File: config.mk
export PLATFORM = sky130hd
export DESIGN_NAME = multitouch_slot_tracker
export DESIGN_NICKNAME = d
export VERILOG_FILES = /design/src/design/mts_pkg.sv /design/src/design/mts_slot_bank.sv /design/src/design/mts_frame.sv /design/src/design/multitouch_slot_tracker.sv
export SDC_FILE = /design/constraint.sdc
export NUM_CORES = 1
export LEC_CHECK = 0
export BUFFER_PORTS_ARGS = -buffer_cell sky130_fd_sc_hd__buf_2
export CELL_PAD_IN_SITES_DETAIL_PLACEMENT = 2
export CELL_PAD_IN_SITES_GLOBAL_PLACEMENT = 2
export CORE_AREA = 2 2 204 206
export DETAILED_ROUTE_END_ITERATION = 10
export DIE_AREA = 0 0 206 208
export MAX_ROUTING_LAYER = met4
export PLACE_DENSITY = 0.84
export SETUP_SLACK_MARGIN = 0.2
export SYNTH_ARGS = -nofsm -noshare
export SYNTH_HDL_FRONTEND = slang
export SYNTH_SLANG_ARGS = --single-unit
File: constraint.sdc
create_clock -name i_clk -period 4.5 [get_ports i_clk]
set_input_delay 0.225 -clock i_clk [delete_from_list [all_inputs] [get_ports i_clk]]
set_output_delay 0.225 -clock i_clk [all_outputs]
set_load 0.1 [all_outputs]
File: src/design/mts_pkg.sv
`default_nettype none
// ----------------------------------------------------------------------------
// mts_pkg
// Shared types and codes of the multitouch slot tracker.
// ----------------------------------------------------------------------------
package mts_pkg;

    // field widths
    localparam int POS_W  = 12;
    localparam int PX_W   = 13;
    localparam int SLOT_W = 4;
    localparam int VAL_W  = 32;

    localparam logic [POS_W-1:0] POS_MAX           = 12'd4095;
    localparam logic [POS_W-1:0] SCREEN_WIDTH_INIT = 12'd800;

    // request commands
    localparam logic [1:0] CMD_AXIS  = 2'd0;
    localparam logic [1:0] CMD_TICK  = 2'd1;
    localparam logic [1:0] CMD_CLEAR = 2'd2;

    // absolute axis codes
    localparam logic [2:0] AXIS_SLOT   = 3'd0;
    localparam logic [2:0] AXIS_TRK_ID = 3'd1;
    localparam logic [2:0] AXIS_POS_X  = 3'd2;
    localparam logic [2:0] AXIS_POS_Y  = 3'd3;

    typedef struct packed {
        logic [1:0]              cmd;
        logic [2:0]              axis_code;
        logic signed [VAL_W-1:0] value;
        logic                    block_drawing;
    } t_in_item;

    typedef struct packed {
        logic signed [PX_W-1:0] pointer_x;
        logic [POS_W-1:0]       pointer_y;
        logic                   pointer_down;
        logic                   pointer_released;
        logic                   point_valid;
        logic                   stroke_end;
    } t_out_item;

    // lowest active slot as seen by the frame logic
    typedef struct packed {
        logic             any_active;
        logic [POS_W-1:0] x;
        logic [POS_W-1:0] y;
    } t_slot_sel;

endpackage
`default_nettype wire

File: src/design/mts_slot_bank.sv
`default_nettype none
// ----------------------------------------------------------------------------
// mts_slot_bank
// Per-slot contact records, slot select and lowest-active-slot lookup.
// ----------------------------------------------------------------------------
module mts_slot_bank #(
    parameter int NUM_SLOTS = 10
) (
    input  wire                 i_clk,
    input  wire                 i_rst_n,
    input  wire                 i_fire,
    input  mts_pkg::t_in_item   i_item,
    output mts_pkg::t_slot_sel  o_sel
);

    logic [mts_pkg::POS_W-1:0]  r_slot_x [NUM_SLOTS];
    logic [mts_pkg::POS_W-1:0]  r_slot_y [NUM_SLOTS];
    logic [NUM_SLOTS-1:0]       r_slot_active;
    logic [mts_pkg::SLOT_W-1:0] r_cur_slot;

    logic [mts_pkg::POS_W-1:0]  n_slot_x [NUM_SLOTS];
    logic [mts_pkg::POS_W-1:0]  n_slot_y [NUM_SLOTS];
    logic [NUM_SLOTS-1:0]       n_slot_active;
    logic [mts_pkg::SLOT_W-1:0] n_cur_slot;

    logic [mts_pkg::SLOT_W-1:0] w_idx;
    logic [mts_pkg::POS_W-1:0]  w_pos;
    logic                       w_slot_bad;

    // write index, out-of-range falls back to slot 0
    assign w_idx = ({1'b0, r_cur_slot} < (mts_pkg::SLOT_W+1)'(NUM_SLOTS)) ? r_cur_slot : '0;

    // saturate raw position to 0..4095
    always_comb begin
        if (i_item.value[mts_pkg::VAL_W-1]) begin
            w_pos = '0;
        end else if (i_item.value[mts_pkg::VAL_W-2:mts_pkg::POS_W] != '0) begin
            w_pos = mts_pkg::POS_MAX;
        end else begin
            w_pos = i_item.value[mts_pkg::POS_W-1:0];
        end
    end

    assign w_slot_bad = i_item.value[mts_pkg::VAL_W-1] ||
        (i_item.value[mts_pkg::VAL_W-2:0] >= (mts_pkg::VAL_W-1)'(NUM_SLOTS));

    // event decode and record update
    always_comb begin
        n_slot_x      = r_slot_x;
        n_slot_y      = r_slot_y;
        n_slot_active = r_slot_active;
        n_cur_slot    = r_cur_slot;
        if (i_fire && (i_item.cmd == mts_pkg::CMD_AXIS)) begin
            unique case (i_item.axis_code)
                mts_pkg::AXIS_SLOT: begin
                    n_cur_slot = w_slot_bad ? '0 : i_item.value[mts_pkg::SLOT_W-1:0];
                end
                mts_pkg::AXIS_TRK_ID: begin
                    for (int i = 0; i < NUM_SLOTS; i++) begin
                        if (w_idx == mts_pkg::SLOT_W'(i)) begin
                            n_slot_active[i] = !i_item.value[mts_pkg::VAL_W-1];
                        end
                    end
                end
                // panel is rotated: x goes to the y store and y to the x store
                mts_pkg::AXIS_POS_X: begin
                    for (int i = 0; i < NUM_SLOTS; i++) begin
                        if (w_idx == mts_pkg::SLOT_W'(i)) begin
                            n_slot_y[i] = w_pos;
                        end
                    end
                end
                mts_pkg::AXIS_POS_Y: begin
                    for (int i = 0; i < NUM_SLOTS; i++) begin
                        if (w_idx == mts_pkg::SLOT_W'(i)) begin
                            n_slot_x[i] = w_pos;
                        end
                    end
                end
                default: begin
                end
            endcase
        end
    end

    always_ff @(posedge i_clk) begin
        if (!i_rst_n) begin
            for (int i = 0; i < NUM_SLOTS; i++) begin
                r_slot_x[i] <= '0;
                r_slot_y[i] <= '0;
            end
            r_slot_active <= '0;
            r_cur_slot    <= '0;
        end else begin
            r_slot_x      <= n_slot_x;
            r_slot_y      <= n_slot_y;
            r_slot_active <= n_slot_active;
            r_cur_slot    <= n_cur_slot;
        end
    end

    // lowest active slot, priority from the top down so slot 0 wins
    always_comb begin
        o_sel.any_active = |r_slot_active;
        o_sel.x          = '0;
        o_sel.y          = '0;
        for (int i = NUM_SLOTS - 1; i >= 0; i--) begin
            if (r_slot_active[i]) begin
                o_sel.x = r_slot_x[i];
                o_sel.y = r_slot_y[i];
            end
        end
    end

endmodule
`default_nettype wire

File: src/design/mts_frame.sv
`default_nettype none
// ----------------------------------------------------------------------------
// mts_frame
// Pointer and stroke state, builds the result of a frame tick.
// ----------------------------------------------------------------------------
module mts_frame (
    input  wire                        i_clk,
    input  wire                        i_rst_n,
    input  wire                        i_fire,
    input  mts_pkg::t_in_item          i_item,
    input  mts_pkg::t_slot_sel         i_sel,
    input  wire [mts_pkg::POS_W-1:0]   i_screen_width,
    output mts_pkg::t_out_item         o_result
);

    logic                      r_pos_upd;
    logic                      r_was_touching;
    logic [mts_pkg::PX_W-1:0]  r_last_px;
    logic [mts_pkg::POS_W-1:0] r_last_py;
    logic                      r_drawing;
    logic                      r_pending;

    logic                      n_pos_upd;
    logic                      n_was_touching;
    logic [mts_pkg::PX_W-1:0]  n_last_px;
    logic [mts_pkg::POS_W-1:0] n_last_py;
    logic                      n_drawing;
    logic                      n_pending;
    logic                      w_released;
    logic                      w_point;
    logic                      w_end;

    // state update per request
    always_comb begin
        n_pos_upd      = r_pos_upd;
        n_was_touching = r_was_touching;
        n_last_px      = r_last_px;
        n_last_py      = r_last_py;
        n_drawing      = r_drawing;
        n_pending      = r_pending;
        w_released     = 1'b0;
        w_point        = 1'b0;
        w_end          = 1'b0;
        if (i_fire) begin
            unique case (i_item.cmd)
                mts_pkg::CMD_AXIS: begin
                    if ((i_item.axis_code == mts_pkg::AXIS_POS_X) ||
                        (i_item.axis_code == mts_pkg::AXIS_POS_Y)) begin
                        n_pos_upd = 1'b1;
                    end
                end
                mts_pkg::CMD_CLEAR: begin
                    n_pending = 1'b0;
                end
                mts_pkg::CMD_TICK: begin
                    if (i_sel.any_active) begin
                        // mirror x against the screen width
                        n_last_px = {1'b0, i_screen_width} - {1'b0, i_sel.x};
                        n_last_py = i_sel.y;
                        if (r_pos_upd && !i_item.block_drawing) begin
                            w_point   = 1'b1;
                            n_pending = 1'b1;
                            n_drawing = 1'b1;
                        end
                    end else begin
                        if (r_drawing && r_pending) begin
                            w_end     = 1'b1;
                            n_pending = 1'b0;
                        end
                        n_drawing = 1'b0;
                    end
                    w_released     = r_was_touching && !i_sel.any_active;
                    n_was_touching = i_sel.any_active;
                    n_pos_upd      = 1'b0;
                end
                default: begin
                end
            endcase
        end
    end

    always_ff @(posedge i_clk) begin
        if (!i_rst_n) begin
            r_pos_upd      <= 1'b0;
            r_was_touching <= 1'b0;
            r_last_px      <= '0;
            r_last_py      <= '0;
            r_drawing      <= 1'b0;
            r_pending      <= 1'b0;
        end else begin
            r_pos_upd      <= n_pos_upd;
            r_was_touching <= n_was_touching;
            r_last_px      <= n_last_px;
            r_last_py      <= n_last_py;
            r_drawing      <= n_drawing;
            r_pending      <= n_pending;
        end
    end

    // result fields, only taken on a frame tick
    always_comb begin
        o_result.pointer_x        = n_last_px;
        o_result.pointer_y        = n_last_py;
        o_result.pointer_down     = i_sel.any_active;
        o_result.pointer_released = w_released;
        o_result.point_valid      = w_point;
        o_result.stroke_end       = w_end;
    end

endmodule
`default_nettype wire

File: src/design/multitouch_slot_tracker.sv
`default_nettype none
// ----------------------------------------------------------------------------
// multitouch_slot_tracker
// Contact tracker for a stream of absolute-axis touch events.
// ----------------------------------------------------------------------------
// Takes one request per cycle. A request is registered on acceptance and
// applied to the slot records and pointer state when it leaves the input
// register, which is a single pass through the slot priority encode and one
// 13-bit subtract; a frame tick's result then goes to the result register.
// Axis events and clear requests give no result. The result register lets
// the next request in while a result still waits; only a frame tick that
// meets a full, stalled result register holds the input side.
// ----------------------------------------------------------------------------
module multitouch_slot_tracker #(
    parameter int NUM_SLOTS = 10
) (
    input  wire                       i_clk,
    input  wire                       i_rst_n,
    input  wire                       i_in_valid,
    output logic                      o_in_stall,
    input  mts_pkg::t_in_item         i_in_item,
    output logic                      o_out_valid,
    input  wire                       i_out_stall,
    output mts_pkg::t_out_item        o_out_item,
    input  wire                       i_cfg_wr_en,
    input  wire [mts_pkg::POS_W-1:0]  i_cfg_wr_data
);

    logic                      r_in_valid;
    mts_pkg::t_in_item         r_in_item;
    logic                      r_out_valid;
    mts_pkg::t_out_item        r_out_item;
    logic [mts_pkg::POS_W-1:0] r_screen_width;

    logic                      w_is_tick;
    logic                      w_fire;
    logic                      w_accept;
    mts_pkg::t_slot_sel        w_sel;
    mts_pkg::t_out_item        w_result;

    // request stage advances unless a tick meets a blocked result register
    assign w_is_tick  = (r_in_item.cmd == mts_pkg::CMD_TICK);
    assign w_fire     = r_in_valid && (!w_is_tick || !r_out_valid || !i_out_stall);
    assign o_in_stall = r_in_valid && !w_fire;
    assign w_accept   = i_in_valid && !o_in_stall;

    // input register
    always_ff @(posedge i_clk) begin
        if (!i_rst_n) begin
            r_in_valid <= 1'b0;
        end else if (w_accept) begin
            r_in_valid <= 1'b1;
        end else if (w_fire) begin
            r_in_valid <= 1'b0;
        end
    end

    always_ff @(posedge i_clk) begin
        if (w_accept) begin
            r_in_item <= i_in_item;
        end
    end

    // screen width register
    always_ff @(posedge i_clk) begin
        if (!i_rst_n) begin
            r_screen_width <= mts_pkg::SCREEN_WIDTH_INIT;
        end else if (i_cfg_wr_en) begin
            r_screen_width <= i_cfg_wr_data;
        end
    end

    mts_slot_bank #(
        .NUM_SLOTS (NUM_SLOTS)
    ) u_slot_bank (
        .i_clk   (i_clk),
        .i_rst_n (i_rst_n),
        .i_fire  (w_fire),
        .i_item  (r_in_item),
        .o_sel   (w_sel)
    );

    mts_frame u_frame (
        .i_clk          (i_clk),
        .i_rst_n        (i_rst_n),
        .i_fire         (w_fire),
        .i_item         (r_in_item),
        .i_sel          (w_sel),
        .i_screen_width (r_screen_width),
        .o_result       (w_result)
    );

    // result register
    always_ff @(posedge i_clk) begin
        if (!i_rst_n) begin
            r_out_valid <= 1'b0;
        end else if (w_fire && w_is_tick) begin
            r_out_valid <= 1'b1;
        end else if (!i_out_stall) begin
            r_out_valid <= 1'b0;
        end
    end

    always_ff @(posedge i_clk) begin
        if (w_fire && w_is_tick) begin
            r_out_item <= w_result;
        end
    end

    assign o_out_valid = r_out_valid;
    assign o_out_item  = r_out_item;

`ifndef SYNTHESIS
    // a processed tick always lands in the result register
    a_tick_loads: assert property (@(posedge i_clk) disable iff (!i_rst_n)
        (w_fire && w_is_tick) |=> o_out_valid)
        else $error("frame tick result not loaded");

    // input side only held when a request is waiting
    a_stall_needs_req: assert property (@(posedge i_clk) disable iff (!i_rst_n)
        o_in_stall |-> (r_in_valid && r_out_valid && i_out_stall))
        else $error("input stalled without a blocked tick");

    a_release_up: assert property (@(posedge i_clk) disable iff (!i_rst_n)
        (o_out_valid && o_out_item.pointer_released) |-> !o_out_item.pointer_down)
        else $error("release reported while pointer down");

    a_point_down: assert property (@(posedge i_clk) disable iff (!i_rst_n)
        (o_out_valid && o_out_item.point_valid) |-> o_out_item.pointer_down)
        else $error("stroke point reported with pointer up");

    a_end_up: assert property (@(posedge i_clk) disable iff (!i_rst_n)
        (o_out_valid && o_out_item.stroke_end) |-> !o_out_item.pointer_down)
        else $error("stroke end reported with pointer down");
`endif

endmodule
`default_nettype wire

# [Word-level counts from Yosys, hierarchy flattened]
# Cells that the tools add are included.
[word_totals] ff_bits=364 in_bits=55 elab_cells=172
[op_classes] addsub=1 order_cmp=2 eq_ne=19 muxes=33 bitwise_logic=2 n_reduce_logical=65
[ops] cell="$mux 24" count=10
[ops] cell="$reduce_and 3->1" count=33
[ops] cell="$mux 12" count=5
[ops] cell="$mux 13" count=3
[ops] cell="$ge 31x4->1 const B" count=1
[ops] cell="$reduce_bool 19->1" count=1
[ops] cell="$eq 4x3->1 const B" count=4
[ops] cell="$sub 12x12->13" count=1
[ops] cell="$reduce_or 12->1" count=1
[ops] cell="$mux 1" count=11
[ops] cell="$reduce_or 10->1" count=1
[ops] cell="$eq 4x2->1 const B" count=2
[ops] cell="$eq 4x4->1 const B" count=2
[ops] cell="$logic_and 1x1->1" count=8
[ops] cell="$logic_not 1->1" count=8
[ops] cell="$mux 4" count=2
[ops] cell="$eq 3x2->1 const B" count=2
[ops] cell="$reduce_bool 2->1" count=3
[ops] cell="$eq 4x1->1 const B" count=1
[ops] cell="$logic_not 4->1" count=1
[ops] cell="$logic_or 1x1->1" count=4
[ops] cell="$lt 4x4->1 const B" count=1
[ops] cell="$ne 2x1->1 const B" count=2
[ops] cell="$pmux 1 s2" count=2
[ops] cell="11 further kinds" count=13

# [Logic depth before layout (Yosys ltp)]
# Gate-level depths: netlist of run 1.
[depth] ltp_word=14 mapped_depth=15 mapped_depth_nobuf=12

# [Hierarchy]
# Synthesis of run 1 repeated with hierarchy kept, for this count alone.
[hier_totals] hier_cells=1387 area_unflattened_um2=14843.0
[modules_own_cells] mod="mts_slot_bank" instances=1 cells_per_inst=1024 area_each_um2=10476.3 seq_area_each_um2=5084.9
[modules_own_cells] mod="multitouch_slot_tracker" instances=1 cells_per_inst=118 area_each_um2=2556.2 seq_area_each_um2=2292.2
[modules_own_cells] mod="mts_frame" instances=1 cells_per_inst=245 area_each_um2=1810.5 seq_area_each_um2=580.6

# [Least setup slack after synthesis of run 1]
# Ideal clock, no wire load.
[synth_timing] kind="reg2reg" from="register r_out_valid, in the netlist o_out_valid" to="register r_in_item[0] in the netlist's numbering, enable pin" setup_time_ps=521 arrival_ps=3592 path_slack_ps=388 path_stages_with_launch=4 n_path_buf=0 cell_sequence="dfxtp_1 > nand2_1 > nor2_1 > nor2b_1"
[synth_between] elab_chain_len=8
[synth_lines] item="from (decl)" line_no="multitouch_slot_tracker.sv:31" text="logic r_out_valid;"
[synth_lines] item="from (signal assigned)" line_no="multitouch_slot_tracker.sv:96" text="r_out_valid <= 1'b0;"
[synth_lines] item="from (signal assigned)" line_no="multitouch_slot_tracker.sv:98" text="r_out_valid <= 1'b1;"
[synth_lines] item="from (signal assigned)" line_no="multitouch_slot_tracker.sv:100" text="r_out_valid <= 1'b0;"
[synth_lines] item="$logic_not 1->1" line_no="multitouch_slot_tracker.sv:43" text="assign w_fire = r_in_valid && (!w_is_tick || !r_out_valid || !i_out_stall);"
[synth_lines] item="$logic_or 1x1->1 (2 in series)" line_no="multitouch_slot_tracker.sv:43"
[synth_lines] item="$logic_and 1x1->1" line_no="multitouch_slot_tracker.sv:43"
[synth_lines] item="$logic_not 1->1" line_no="multitouch_slot_tracker.sv:44" text="assign o_in_stall = r_in_valid && !w_fire;"
[synth_lines] item="$logic_and 1x1->1" line_no="multitouch_slot_tracker.sv:44"
[synth_lines] item="via o_in_stall" line_no="multitouch_slot_tracker.sv:20" text="output logic o_in_stall,"
[synth_lines] item="$logic_not 1->1" line_no="multitouch_slot_tracker.sv:45" text="assign w_accept = i_in_valid && !o_in_stall;"
[synth_lines] item="$logic_and 1x1->1" line_no="multitouch_slot_tracker.sv:45"
[synth_lines] item="via w_accept" line_no="multitouch_slot_tracker.sv:37" text="logic w_accept;"
[synth_lines] item="to (signal assigned)" line_no="multitouch_slot_tracker.sv:60" text="r_in_item <= i_in_item;"
[synth_lines] item="to (decl)" line_no="multitouch_slot_tracker.sv:30" text="mts_pkg::t_in_item r_in_item;"
# The timed path passes the listed nets, and every way through them passes these cells.
# A chain may end at the register's enable or synchronous reset.

# [Final worst setup path of run 1]
[layout_timing] from="register u_slot_bank.r_slot_active[3]" to="register r_out_item, in the netlist o_out_item[28] (data pin)"
[layout_between] elab_chain_len=8 word_cells_on_any_way=9 cone_classes="add/sub: 1; mux: 7; reduce/logical: 1"
[layout_lines] item="from (decl)" line_no="mts_slot_bank.sv:18" text="logic [NUM_SLOTS-1:0] r_slot_active;"
[layout_lines] item="from (signal assigned)" line_no="mts_slot_bank.sv:97" text="r_slot_active <= n_slot_active;"
[layout_lines] item="$mux 24 (4 in series)" line_no="mts_slot_bank.sv:108" text="if (r_slot_active[i]) begin"
[layout_lines] item="$sub 12x12->13" line_no="mts_frame.sv:58" text="n_last_px = {1'b0, i_screen_width} - {1'b0, i_sel.x};"
[layout_lines] item="$mux 13 *" line_no="mts_frame.sv:56" text="if (i_sel.any_active) begin"
[layout_lines] item="$mux 13 *" line_no="mts_frame.sv:45" text="unique case (i_item.cmd)"
[layout_lines] item="$mux 13 *" line_no="mts_frame.sv:44" text="if (i_fire) begin"
[layout_lines] item="via u_frame.n_last_px (one bit)" line_no="mts_frame.sv:25" text="logic [mts_pkg::PX_W-1:0] n_last_px;"
[layout_lines] item="to (signal assigned)" line_no="multitouch_slot_tracker.sv:106" text="r_out_item <= w_result;"
[layout_lines] item="to (decl)" line_no="multitouch_slot_tracker.sv:32" text="mts_pkg::t_out_item r_out_item;"
# The timed path passes the listed nets; every way through them passes the cells marked *.

==> results of run 1 <==
==> worst register-to-register path, stage by stage (launching register included) <==
cell and delay [ps]:
dfxtp_1 320, buf_4 200, nor2b_1 560, a221oi_1 180
a21oi_1 160, o21ai_0 90, o211ai_1 270, ha_1 340
and2_1 200, a221oi_1 560, a31oi_1 250, a41oi_1 380
o22a_1 230
==> through the flow <==
| stage | std cells | util [%] |
|---|---|---|
| CTS | 2306 | 43.67 |
| global placement | 2181 | 39.26 |
| finish | 2306 | 43.67 |
| floorplan | 1696 | - |
| detailed placement | 2181 | 39.26 |
| global route | 2306 | 43.67 |
==> per-layer routing <==
| metal | routed length [um] | up-vias | GRT usage [%] |
|---|---|---|---|
| met1 | 23790 | 6733 | 32.06 |
| met4 | 1041 | 0 | 6.576 |
| met2 | 25100 | 243 | 40.90 |
| met3 | 1859 | 71 | 3.086 |
| met5 | 0 | - | - |
| li1 | - | 6271 | - |
==> final cells by class <==
| cell class | count | area share (%) |
|---|---|---|
| inverters | 49 | 1.039 |
| repair buffers | 163 | 6.535 |
| clock inverters | 11 | 0.4521 |
| flip-flops and latches | 364 | 44.94 |
| well taps | 532 | 3.758 |
| multi-input cells | 1124 | 36.53 |
| clock buffers | 63 | 6.747 |
==> timing repair <==
action                                  CTS  global route
hold buffers                             51             0
hold endpoints to repair                 51             0
resized for setup                         0             1
endpoints found under the setup margin    0             4
==> flip-flops by register name, indices dropped and copies added (netlist names) <==
register	count
u_slot_bank.r_slot_x	120
u_frame.r_last_px	13
u_frame.r_last_py	12
u_frame.r_pos_upd	1
u_slot_bank.r_slot_active	10
r_in_valid	1
o_out_item	29
u_frame.r_drawing	1
u_frame.r_was_touching	1
u_slot_bank.r_slot_y	120
u_frame.r_pending	1
r_screen_width	12
o_out_valid	1
r_in_item	38
u_slot_bank.r_cur_slot	4
==> final timing paths <==
path | startpoint | endpoint | depth (start not counted)
hold / removal | i_out_stall | o_out_valid$_SDFFE_PN0P_ | 3
setup reg to reg | u_slot_bank.r_slot_active[3]$_SDFFE_PN0P_ | o_out_item[28]$_DFFE_PP_ | 12
hold reg to reg | u_slot_bank.r_slot_x[59]$_SDFFE_PN0P_ | u_slot_bank.r_slot_x[59]$_SDFFE_PN0P_ | 2
setup / recovery | u_slot_bank.r_slot_active[3]$_SDFFE_PN0P_ | o_out_item[28]$_DFFE_PP_ | 12
==> cells by family (layout without fill, tap and decap cells) <==
| logic type | count (synthesis) | count (layout) |
|---|---|---|
| AOI/OAI and AO/OA | 519 | 519 |
| xor gates and xnor gates | 3 | 3 |
| adders and majority gates | 15 | 15 |
| buffers and inverters | 208 | 286 |
| DFF | 364 | 364 |
| muxes | 27 | 27 |
| and+or+nand+nor | 560 | 560 |
==> synthesized netlist by cell type (10+ instances only) <==
cell type and number:
a2111oi_0 11, a211oi_1 19, a21oi_1 70, a221oi_1 38, buf_1 31, buf_2 25
clkbuf_1 101, dfxtp_1 297, edfxtp_1 67, ha_1 14, inv_1 47, mux2i_1 27
nand2_1 104, nand2b_1 13, nand3_1 249, nand3b_1 16, nor2_1 70, nor2b_1 23
nor3_1 19, o21ai_0 292, o21ai_1 11, o31ai_1 13, or4_1 10
==> power by group through the flow <==
stage / Clock, W / Sequential [W] / Combinational [W]
2_1_floorplan: 0 / 0.00346 / 0.000141
3_3_place_gp: 0 / 0.00344 / 0.000261
3_5_place_dp: 0 / 0.00344 / 0.000273
4_1_cts: 0.00331 / 0.00337 / 0.000310
5_1_grt: 0.00344 / 0.00337 / 0.000338
6_report: 0.00324 / 0.00337 / 0.000314
==> qor.log, run 1 <==
INFO  status         status=complete, no violations
INFO  power          power_per_cell_area=391.1mW/mm2
INFO  clock_tree     clock_path_buffers=3
INFO  timing         slew_limit_fails=0
INFO  final_layout   post_route_cells_drive_above_1_share=10.65%
INFO  synth          yosysTopAreaCellShare=39.00%
INFO  timing         grt_setup_unrepaired=no
INFO  clock_tree     clock_latency=570ps
INFO  worst_setup_path type_of_destination_of_the_critical_path=flip-flop
INFO  floorplanning  chipWidth=206um
INFO  timing         setup_tns=0ps
INFO  placed_design  dp.final_hpwl=32,510um
INFO  worst_setup_path timing.critical_path.arrival=4320ps
INFO  power          sequentialPowerShare=48.7%
INFO  final_layout   finalNetCount=1,813
INFO  worst_setup_path crit_required=4930ps
INFO  synth          yosys_warnings=0
INFO  placed_design  dpl_worst_slack=531.0ps
INFO  timing         setup_violation_total_in_the_final_timing_report=0
INFO  drt            dr_drc_count=0
INFO  synth          ys_dominant_reg_cell=dfxtp_1
INFO  placed_design  placed_area=0.01592mm2
INFO  drt            via_count=13,320
INFO  synth          post_synth_mux_area_share=1.773%
INFO  synth          synth-xor-area-share=0.1724%
INFO  worst_setup_path maximum_fanout_along_the_worst_path=17
INFO  global_route   grt_first_pass_wirelength=81,280um
INFO  timing         worst_clock_skew=19.13ps
INFO  power          clkPwrFrac=46.8%
INFO  worst_setup_path timing.critical_path.mode_cell=a221oi_1
INFO  power          post-layout-total-power=0.006926W
INFO  synth          synthesis.instances=1,696
INFO  timing         finalHoldViolations=0
INFO  final_layout   combined_area_of_the_multi_input_logic_cells=0.006470mm2
INFO  final_layout   final_cell_area=0.01771mm2
INFO  final_layout   syn_to_layout_area_delta=16.18%
INFO  final_layout   number_of_fill_cells=4,325
INFO  clock_tree     cts.htree.levels=2
INFO  global_route   antenna_found_initial=0
INFO  drt            drt-wirelength-per-cell=22.46um
INFO  worst_setup_path critical_path.startpoint_type=flip-flop
INFO  floorplanning  initial_utilization=37.59%
INFO  synth          ys_top_cells_by_area=dfxtp_1, edfxtp_1, o21ai_0
INFO  synth          post_synth_fa_ha_maj_area_fraction=1.280%
INFO  synth          synth-compound-area-share=20.27%
INFO  global_route   number_of_global_route_vias_before_repair=14,170
INFO  power          power.switching_fraction=23.03%
INFO  floorplanning  core.rowCount=74
INFO  synth          mappedNetlistArea=0.01524mm2
INFO  flow_run       maxCapViolations=0
INFO  clock_tree     cts_tree=built
INFO  timing         post-route-worst-setup-slack=614.0ps
INFO  final_layout   register_area=0.007959mm2
INFO  timing         hold-worst-slack=32.22ps
INFO  synth          avg_inst_size_synth=8.989um2
INFO  final_layout   count_of_antenna_diodes_in_the_layout=0
INFO  worst_setup_path critical_path.slowest_cell=nor2b_1
INFO  synth          nets_in_the_synthesized_netlist=1,766
INFO  global_route   grt.overflow.total=0
INFO  timing         fin_crit_sh=86.35%
INFO  floorplanning  die-height=208um
INFO  timing         worst_case_headroom_to_the_max_slew_limit=18.26%
INFO  drt            post_drt_via_cell_ratio=5.775
INFO  timing         fin_crit=3886ps
INFO  worst_setup_path worst_path_largest_cell_delay=560ps
INFO  timing         worstMarginPinSlew=1226ps
INFO  clock_tree     postCtsSetupBuffers=0
INFO  power          p_switching=0.001595W
INFO  worst_setup_path timing.critical_path.buf_inv=1
INFO  power          static-leakage-power=6.110nW
INFO  power          internal-power=0.005331W
INFO  global_route   grt_start_max_net_pins=222
INFO  worst_hold_path hold_class=input pin to flip-flop
INFO  worst_setup_path criticalPathCategory=flip-flop to flip-flop
INFO  timing         fmax=257.3MHz
INFO  synth          synthDistinctLibCells=74
INFO  drt            route.final.wire_length=51,790um
INFO  synth          synth_edf_count=67
INFO  synth          fraction_of_registers_with_async_set_or_reset_after_synthesis=0%
INFO  worst_setup_path reg2reg_setup_slack=610ps
INFO  clock_tree     clock-sinks=364
INFO  worst_setup_path cp_top_family=compound AO/OA/AOI/OAI gates
INFO  power          vdd.ir_drop.worst=0.0002403V
INFO  synth          yosys_register_bits=364
INFO  synth          synth_sequential_area_ratio=52.20%
INFO  synth          dominant_combinational_cell_family_by_area_after_synthesis=compound AO/OA/AOI/OAI gates
INFO  clock_tree     root_buffer=clkbuf_16
INFO  floorplanning  design.die.area=0.04285mm2
INFO  drt            drt-initial-drc-count=841
INFO  power          logic_pwr_share=4.5%
INFO  floorplanning  top_level_ports=86
INFO  final_layout   layout_commonest_cell=dfxtp_1
INFO  synth          post_synth_simple_gate_area=18.88%
INFO  floorplanning  core_area=0.04055mm2
INFO  clock_tree     clock_buffer_count_from_cts=41
INFO  synth          yosys.area.top_type=dfxtp_1
INFO  drt            detail_route.first_pass.iterations=9
INFO  clock_tree     worst_setup_hold_path_clk_slew=60ps
INFO  global_route   groute.usage.overall=24.80%
INFO  drt            drt.antenna.violating_nets=0
INFO  worst_setup_path worstPathCellList=buf_4 > nor2b_1 > a221oi_1 > a21oi_1 > o21ai_0 > o211ai_1 > ha_1 > and2_1 > a221oi_1 > a31oi_1 > a41oi_1 > o22a_1
INFO  final_layout   final_cell_mix=dfxtp_1, o21ai_0, nand3_1, nand2_1, buf_2
INFO  placed_design  portBuffers=85
INFO  placed_design  routabilityCongestion=0.8420
(Power assumes the default switching activity.)
==> run 2: changes to the inputs <==
--- a/config.mk
+++ b/config.mk
@@ -8,12 +8,13 @@
 export BUFFER_PORTS_ARGS = -buffer_cell sky130_fd_sc_hd__buf_2
 export CELL_PAD_IN_SITES_DETAIL_PLACEMENT = 2
 export CELL_PAD_IN_SITES_GLOBAL_PLACEMENT = 2
-export CORE_AREA = 2 2 204 206
+export CORE_AREA = 2 2 196 198
 export DETAILED_ROUTE_END_ITERATION = 10
-export DIE_AREA = 0 0 206 208
+export DIE_AREA = 0 0 198 200
 export MAX_ROUTING_LAYER = met4
 export PLACE_DENSITY = 0.84
 export SETUP_SLACK_MARGIN = 0.2
 export SYNTH_ARGS = -nofsm -noshare
 export SYNTH_HDL_FRONTEND = slang
+export SYNTH_HIERARCHICAL = 1
 export SYNTH_SLANG_ARGS = --single-unit
==> qor.log, run 2 <==
INFO  worst_hold_path hold_class=input pin to flip-flop [unchanged]
INFO  timing         worst_case_headroom_to_the_max_slew_limit=6.277% [was 18.26%]
INFO  global_route   grt.overflow.total=0 [unchanged]
INFO  final_layout   combined_area_of_the_multi_input_logic_cells=0.006122mm2 [was 0.006470 mm2]
INFO  timing         fmax=241.2MHz [was 257.3 MHz]
INFO  synth          nets_in_the_synthesized_netlist=1,455 [was 1,766]
INFO  clock_tree     cts_tree=built [unchanged]
INFO  worst_setup_path timing.critical_path.arrival=4440ps [was 4320 ps]
INFO  worst_setup_path maximum_fanout_along_the_worst_path=24 [was 17]
INFO  final_layout   finalCoreUtilization=46.39% [was 43.67%]
INFO  floorplanning  design.die.area=0.03960mm2 [was 0.04285 mm2]
INFO  clock_tree     root_buffer=clkbuf_16 [unchanged]
INFO  synth          synthesis.instances=1,387 [was 1,696]
INFO  worst_setup_path crit_required=4790ps [was 4930 ps]
INFO  synth          synth_edf_count=67 [unchanged]
INFO  clock_tree     postCtsSetupBuffers=0 [unchanged]
INFO  worst_setup_path critical_path.startpoint_type=flip-flop [unchanged]
INFO  synth          fraction_of_registers_with_async_set_or_reset_after_synthesis=0% [unchanged]
INFO  global_route   grt_first_pass_wirelength=90,450um [was 81,280 um]
INFO  final_layout   syn_to_layout_area_delta=16.88% [was 16.18%]
INFO  synth          avg_inst_size_synth=10.70um2 [was 8.989 um2]
INFO  final_layout   final_cell_mix=dfxtp_1, a22o_1, nand2_1, buf_2, a21oi_1 [was dfxtp_1, o21ai_0, nand3_1, nand2_1, buf_2]
INFO  timing         hold-worst-slack=19.09ps [was 32.22 ps]
INFO  floorplanning  die-height=200um [was 208 um]
INFO  synth          synth_sequential_area_ratio=53.61% [was 52.20%]
INFO  placed_design  routabilityCongestion=0.8749 [was 0.8420]
INFO  clock_tree     worst_setup_hold_path_clk_slew=60ps [about the same]
INFO  drt            drt-initial-drc-count=1,347 [was 841]
INFO  timing         worstMarginPinSlew=1393ps [was 1226 ps]
INFO  global_route   antenna_found_initial=0 [unchanged]
INFO  timing         slew_limit_fails=0 [unchanged]
INFO  worst_setup_path reg2reg_setup_slack=350ps [was 610 ps]
INFO  synth          yosysTopAreaCellShare=40.06% [was 39.00%]
INFO  final_layout   register_area=0.007958mm2 [was 0.007959 mm2]
INFO  floorplanning  chipWidth=198um [was 206 um]
INFO  drt            post_drt_via_cell_ratio=6.430 [was 5.775]
INFO  drt            detail_route.first_pass.iterations=5 [was 9]
INFO  global_route   groute.usage.overall=31.68% [was 24.80%]
INFO  final_layout   biggest_regs=u_slot_bank/r_slot_x x120, u_slot_bank/r_slot_y x120, r_in_item x38 [was u_slot_bank.r_slot_x x120, u_slot_bank.r_slot_y x120, r_in_item x38]
INFO  drt            route.final.wire_length=60,640um [was 51,790 um]
INFO  final_layout   layout_commonest_cell=dfxtp_1 [unchanged]
INFO  drt            via_count=12,830 [was 13,320]
INFO  clock_tree     clock_path_buffers=3 [unchanged]
INFO  power          vdd.ir_drop.worst=0.0003048V [was 0.0002403 V]
INFO  timing         setup_violation_total_in_the_final_timing_report=0 [unchanged]
INFO  placed_design  dpl_worst_slack=572.3ps [was 531.0 ps]
INFO  global_route   number_of_global_route_vias_before_repair=13,690 [was 14,170]
INFO  drt            drt.antenna.violating_nets=0 [unchanged]
INFO  synth          mappedNetlistArea=0.01484mm2 [was 0.01524 mm2]
INFO  clock_tree     cts.htree.levels=2 [unchanged]
INFO  status         status=complete, no violations [unchanged]
INFO  floorplanning  initial_utilization=39.69% [was 37.59%]
INFO  flow_run       maxCapViolations=0 [unchanged]
INFO  synth          post_synth_most_frequent_cells=dfxtp_1, a22o_1, clkbuf_1, nand2_1, a21oi_1 [was dfxtp_1, o21ai_0, nand3_1, nand2_1, clkbuf_1]
INFO  synth          yosys_register_bits=364 [unchanged]
INFO  timing         grt_setup_unrepaired=no [unchanged]
INFO  timing         worst_clock_skew=27.36ps [was 19.13 ps]
INFO  timing         post-route-worst-setup-slack=353.6ps [was 614.0 ps]
INFO  final_layout   count_of_antenna_diodes_in_the_layout=0 [unchanged]
INFO  synth          yosys_warnings=6 [was 0]
INFO  final_layout   post_route_cells_drive_above_1_share=13.27% [was 10.65%]
INFO  placed_design  portBuffers=85 [unchanged]
INFO  final_layout   number_of_fill_cells=3,771 [was 4,325]
INFO  synth          post-synth-top-count-cell=dfxtp_1 [unchanged]
INFO  timing         finalHoldViolations=0 [unchanged]
INFO  worst_setup_path critical_path.reg2reg.startpoint=u_slot_bank/r_slot_active[9]$_SDFFE_PN0P_ [was u_slot_bank.r_slot_active[3]$_SDFFE_PN0P_]
INFO  power          static-leakage-power=6.444nW [was 6.110 nW]
INFO  timing         fin_crit=4146ps [was 3886 ps]
INFO  final_layout   finalNetCount=1,523 [was 1,813]
INFO  placed_design  dp.final_hpwl=36,100um [was 32,510 um]
INFO  drt            drt-wirelength-per-cell=30.38um [was 22.46 um]
INFO  power          sequentialPowerShare=48.0% [was 48.7%]
INFO  power          logic_pwr_share=4.1% [was 4.5%]
INFO  synth          ys_top_cells_by_area=dfxtp_1, edfxtp_1, a22o_1 [was dfxtp_1, edfxtp_1, o21ai_0]
INFO  worst_setup_path critPathLaunch=u_slot_bank/r_slot_active[9]$_SDFFE_PN0P_ [was u_slot_bank.r_slot_active[3]$_SDFFE_PN0P_]
INFO  power          clkPwrFrac=47.9% [was 46.8%]
INFO  timing         fin_crit_sh=92.14% [was 86.35%]
INFO  synth          synthDistinctLibCells=67 [was 74]
INFO  clock_tree     clock-sinks=364 [unchanged]
INFO  timing         setup_tns=0ps [unchanged]
INFO  worst_setup_path type_of_destination_of_the_critical_path=flip-flop [unchanged]
INFO  worst_hold_path hp-start=i_cfg_wr_data[2] [was i_out_stall]
INFO  worst_setup_path criticalPathCategory=flip-flop to flip-flop [unchanged]
INFO  floorplanning  core_area=0.03740mm2 [was 0.04055 mm2]
INFO  power          p_switching=0.001649W [was 0.001595 W]
INFO  global_route   grt_start_max_net_pins=59 [was 222]
INFO  power          power_per_cell_area=405.5mW/mm2 [was 391.1 mW/mm2]
INFO  clock_tree     clock_latency=570ps [about the same]
INFO  floorplanning  top_level_ports=86 [unchanged]
INFO  synth          yosys.area.top_type=dfxtp_1 [unchanged]
INFO  floorplanning  core.rowCount=71 [was 74]
INFO  synth          ys_dominant_reg_cell=dfxtp_1 [unchanged]
INFO  power          internal-power=0.005386W [was 0.005331 W]
INFO  clock_tree     clock_buffer_count_from_cts=41 [unchanged]
INFO  power          power.switching_fraction=23.43% [was 23.03%]
INFO  drt            dr_drc_count=0 [unchanged]
## run 2: cells by family after synthesis
logic type | count (synthesis) | synth area share [%]
fa+ha+maj | 13 | 1.146
flops | 364 | 53.61
simple gates | 275 | 10.08
compound gates | 523 | 28.24
mux | 24 | 1.618
xor+xnor | 1 | 0.05902
buf+inv | 187 | 5.243
## run 2: power by group through the flow
stage / registers [W] / logic (W) / clock network [W]
final: 0.00338 / 0.000286 / 0.00337
after detailed placement: 0.00345 / 0.000234 / 0
after floorplan: 0.00346 / 0.000126 / 0
after global placement: 0.00344 / 0.000223 / 0
after global routing: 0.00338 / 0.000303 / 0.00353
after CTS: 0.00338 / 0.000272 / 0.00336
## run 2: repair_timing
action,4_1_cts,5_1_grt
hold buffers,50,0
endpoints found under the hold margin,50,0
resized for setup,0,1
endpoints found under the setup margin,0,1
## run 2: final cells by class
type,instances,area share (%)
clock inverter,5,0.1875
inverter,50,1.082
sequential,364,45.87
tap,511,3.685
timing repair buffer,162,6.505
multi-input combinational,836,35.29
clock buffer,68,7.385
## run 2: stage by stage
stage	std cells	area, um2	power (W)
floorplan	1387	14840	0.003590
global placement	1873	15530	0.003666
detailed placement	1873	15530	0.003680
CTS	1996	17350	0.007003
global route	1996	17350	0.007216
finish	1996	17350	0.007035
## run 2: per-layer routing
| layer | share of wire, % | vias up | GRT usage [%] |
|---|---|---|---|
| li1 | - | 5443 | - |
| met3 | 5.7 | 193 | 4.536 |
| met4 | 5.4 | 0 | 16.10 |
| met5 | 0 | - | - |
| met1 | 40 | 6621 | 37.83 |
| met2 | 49 | 577 | 52.52 |
## run 2: path summary, 6_finish.rpt
path                                     end  cells after the start
min           r_screen_width[2]$_SDFFE_PN0P_                      3
max                 o_out_item[27]$_DFFE_PP_                     11
max reg2reg         o_out_item[27]$_DFFE_PP_                     11
min reg2reg  u_frame/r_last_py[7]$_SDFF_PN0_                      2
## run 2: worst max-delay path, cell delays in order (launching register included)
cell and delay, ps:
dfxtp_1 990, nand3b_1 180, a221oi_1 320, o221ai_1 270, a21oi_1 390, inv_1 100
ha_1 300, nor2b_1 210, o2111ai_1 250, a31oi_1 440, mux2i_1 340, nand2_1 110
==> run 3: changes to the inputs <==
--- a/config.mk
+++ b/config.mk
@@ -6,7 +6,7 @@
 export NUM_CORES = 1
 export LEC_CHECK = 0
 export BUFFER_PORTS_ARGS = -buffer_cell sky130_fd_sc_hd__buf_2
-export CELL_PAD_IN_SITES_DETAIL_PLACEMENT = 2
+export CELL_PAD_IN_SITES_DETAIL_PLACEMENT = 0
 export CELL_PAD_IN_SITES_GLOBAL_PLACEMENT = 2
 export CORE_AREA = 2 2 196 198
 export DETAILED_ROUTE_END_ITERATION = 10
==> qor.log, run 3 (same netlist as run 2, synthesis figures left out) <==
INFO  global_route   grt.overflow.total=0 [unchanged]
INFO  final_layout   biggest_regs=u_slot_bank/r_slot_x x120, u_slot_bank/r_slot_y x120, r_in_item x38 [unchanged]
INFO  final_layout   layout_commonest_cell=dfxtp_1 [unchanged]
INFO  clock_tree     clock_latency=550ps [was 570 ps]
INFO  clock_tree     cts.htree.levels=2 [unchanged]
INFO  floorplanning  die-height=200um [unchanged]
INFO  global_route   antenna_found_initial=0 [unchanged]
INFO  floorplanning  chipWidth=198um [unchanged]
INFO  drt            drt-wirelength-per-cell=23.23um [was 30.38 um]
INFO  floorplanning  design.die.area=0.03960mm2 [unchanged]
INFO  timing         worst_case_headroom_to_the_max_slew_limit=15.23% [was 6.277%]
INFO  placed_design  routabilityCongestion=0.8749 [unchanged]
INFO  floorplanning  core.rowCount=71 [unchanged]
INFO  clock_tree     cts_tree=built [unchanged]
INFO  status         status=complete, no violations [unchanged]
INFO  drt            drt.antenna.violating_nets=0 [unchanged]
INFO  floorplanning  top_level_ports=86 [unchanged]
INFO  timing         setup_violation_total_in_the_final_timing_report=0 [unchanged]
INFO  timing         worst_clock_skew=17.21ps [was 27.36 ps]
INFO  timing         fin_crit=3776ps [was 4146 ps]
INFO  timing         setup_tns=0ps [unchanged]
INFO  timing         post-route-worst-setup-slack=724.3ps [was 353.6 ps]
INFO  final_layout   finalNetCount=1,523 [unchanged]
INFO  clock_tree     clock-sinks=364 [unchanged]
INFO  drt            route.final.wire_length=46,360um [was 60,640 um]
INFO  global_route   number_of_global_route_vias_before_repair=11,210 [was 13,690]
INFO  final_layout   post_route_cells_drive_above_1_share=13.60% [was 13.27%]
INFO  worst_hold_path hold_class=input pin to flip-flop [unchanged]
INFO  clock_tree     postCtsSetupBuffers=0 [unchanged]
INFO  power          power_per_cell_area=401.2mW/mm2 [was 405.5 mW/mm2]
INFO  timing         grt_setup_unrepaired=no [unchanged]
INFO  worst_setup_path timing.critical_path.arrival=4070ps [was 4440 ps]
INFO  power          vdd.ir_drop.worst=0.0002693V [was 0.0003048 V]
INFO  global_route   grt.met1_usage=33.06% [was 37.83%]
INFO  placed_design  dp.final_hpwl=30,670um [was 36,100 um]
INFO  clock_tree     clock_buffer_count_from_cts=40 [was 41]
INFO  global_route   most_crowded_layer_after_global_routing=met2 [unchanged]
INFO  final_layout   combined_area_of_the_multi_input_logic_cells=0.006120mm2 [was 0.006122 mm2]
INFO  drt            detail_route.first_pass.iterations=5 [unchanged]
INFO  final_layout   final_cell_mix=dfxtp_1, a22o_1, nand2_1, buf_2, a21oi_1 [unchanged]
INFO  clock_tree     clock_path_buffers=3 [unchanged]
INFO  timing         fin_crit_sh=83.90% [was 92.14%]
INFO  drt            post_drt_via_cell_ratio=5.893 [was 6.430]
INFO  power          static-leakage-power=6.477nW [was 6.444 nW]
INFO  timing         finalHoldViolations=0 [unchanged]
INFO  worst_setup_path critical_path.startpoint_type=flip-flop [unchanged]
INFO  worst_setup_path maximum_fanout_along_the_worst_path=23 [was 24]
INFO  global_route   grt_first_pass_wirelength=70,080um [was 90,450 um]
INFO  global_route   globalRouteMet2Util=36.79% [was 52.52%]
INFO  global_route   grt_start_max_net_pins=59 [unchanged]
INFO  worst_setup_path criticalPathCategory=flip-flop to flip-flop [unchanged]
INFO  worst_setup_path crit_required=4790ps [about the same]
INFO  worst_setup_path type_of_destination_of_the_critical_path=flip-flop [unchanged]
INFO  clock_tree     ctsHoldBuffers=51 [was 50]
INFO  timing         slew_limit_fails=0 [unchanged]
INFO  drt            drt-initial-drc-count=1,117 [was 1,347]
INFO  final_layout   syn_to_layout_area_delta=17.22% [was 16.88%]
INFO  final_layout   register_area=0.007958mm2 [unchanged]
INFO  drt            dr_drc_count=0 [unchanged]
INFO  timing         worstMarginPinSlew=1272ps [was 1393 ps]
INFO  global_route   grt_util_met3=3.327% [was 4.536%]
INFO  final_layout   number_of_fill_cells=3,484 [was 3,771]
INFO  final_layout   count_of_antenna_diodes_in_the_layout=0 [unchanged]
INFO  clock_tree     worst_setup_hold_path_clk_slew=60ps [about the same]
INFO  clock_tree     cts-resized-gates=0 [unchanged]
INFO  placed_design  dpl_worst_slack=812.7ps [was 572.3 ps]
INFO  placed_design  portBuffers=85 [unchanged]
INFO  global_route   groute.usage.overall=24.14% [was 31.68%]
INFO  timing         fmax=264.9MHz [was 241.2 MHz]
INFO  floorplanning  core_area=0.03740mm2 [unchanged]
INFO  flow_run       maxCapViolations=0 [unchanged]
INFO  drt            via_count=11,760 [was 12,830]
INFO  clock_tree     root_buffer=clkbuf_16 [unchanged]
INFO  floorplanning  initial_utilization=39.69% [unchanged]
## run 3: through the flow
step / cell area (um2) / hold WS [ps] / instances / util (%) / total power [W]
floorplan: 14840 / 323.9 / 1387 / - / 0.003590
global placement: 15530 / 401.2 / 1873 / 41.53 / 0.003666
detailed placement: 15530 / 403.1 / 1873 / 41.53 / 0.003669
CTS: 17400 / 37.23 / 1996 / 46.52 / 0.007038
global route: 17400 / 53.00 / 1996 / 46.52 / 0.007205
finish: 17400 / 37.68 / 1996 / 46.52 / 0.006981
## run 3: layer usage
metal	part of all wire (%)	routed length (um)
met1	46	21270
met2	45	20910
met3	5.9	2738
met4	3.1	1436
met5	0	0
## run 3: area by class of cell
type	count	area share [%]
clock buffers	60	7.119
clock inverters	12	0.6760
inverters	50	1.079
multi-input cells	836	35.17
flip-flops and latches	364	45.74
well taps	511	3.675
repair buffers	163	6.544
## run 3: where the power goes
part,internal [W],switching [W]
clock network,0.00202,0.00133
logic,0.0000978,0.000164
registers,0.00335,0.0000232
total,0.00546,0.00152
## run 3: worst max-delay path, stage by stage (launching register included)
cell	delay (ps)
dfxtp_1	600
or2_2	600
a221oi_1	280
o221ai_1	250
a21oi_1	300
inv_1	80
ha_1	280
nor2b_1	170
o2111ai_1	190
a31oi_1	420
mux2i_1	280
nand2_1	80
## run 3: path summary, 6_finish.rpt
path / startpoint / endpoint / slack [ps] / cells after the start
max: u_slot_bank/r_slot_active[5]$_SDFFE_PN0P_ / o_out_item[27]$_DFFE_PP_ / 720 / 11
min: i_out_stall / r_in_valid$_SDFFE_PN0P_ / 40 / 3
max reg2reg: u_slot_bank/r_slot_active[5]$_SDFFE_PN0P_ / o_out_item[27]$_DFFE_PP_ / 720 / 11
min reg2reg: u_frame/r_last_py[0]$_SDFF_PN0_ / u_frame/r_last_py[0]$_SDFF_PN0_ / 460 / 2
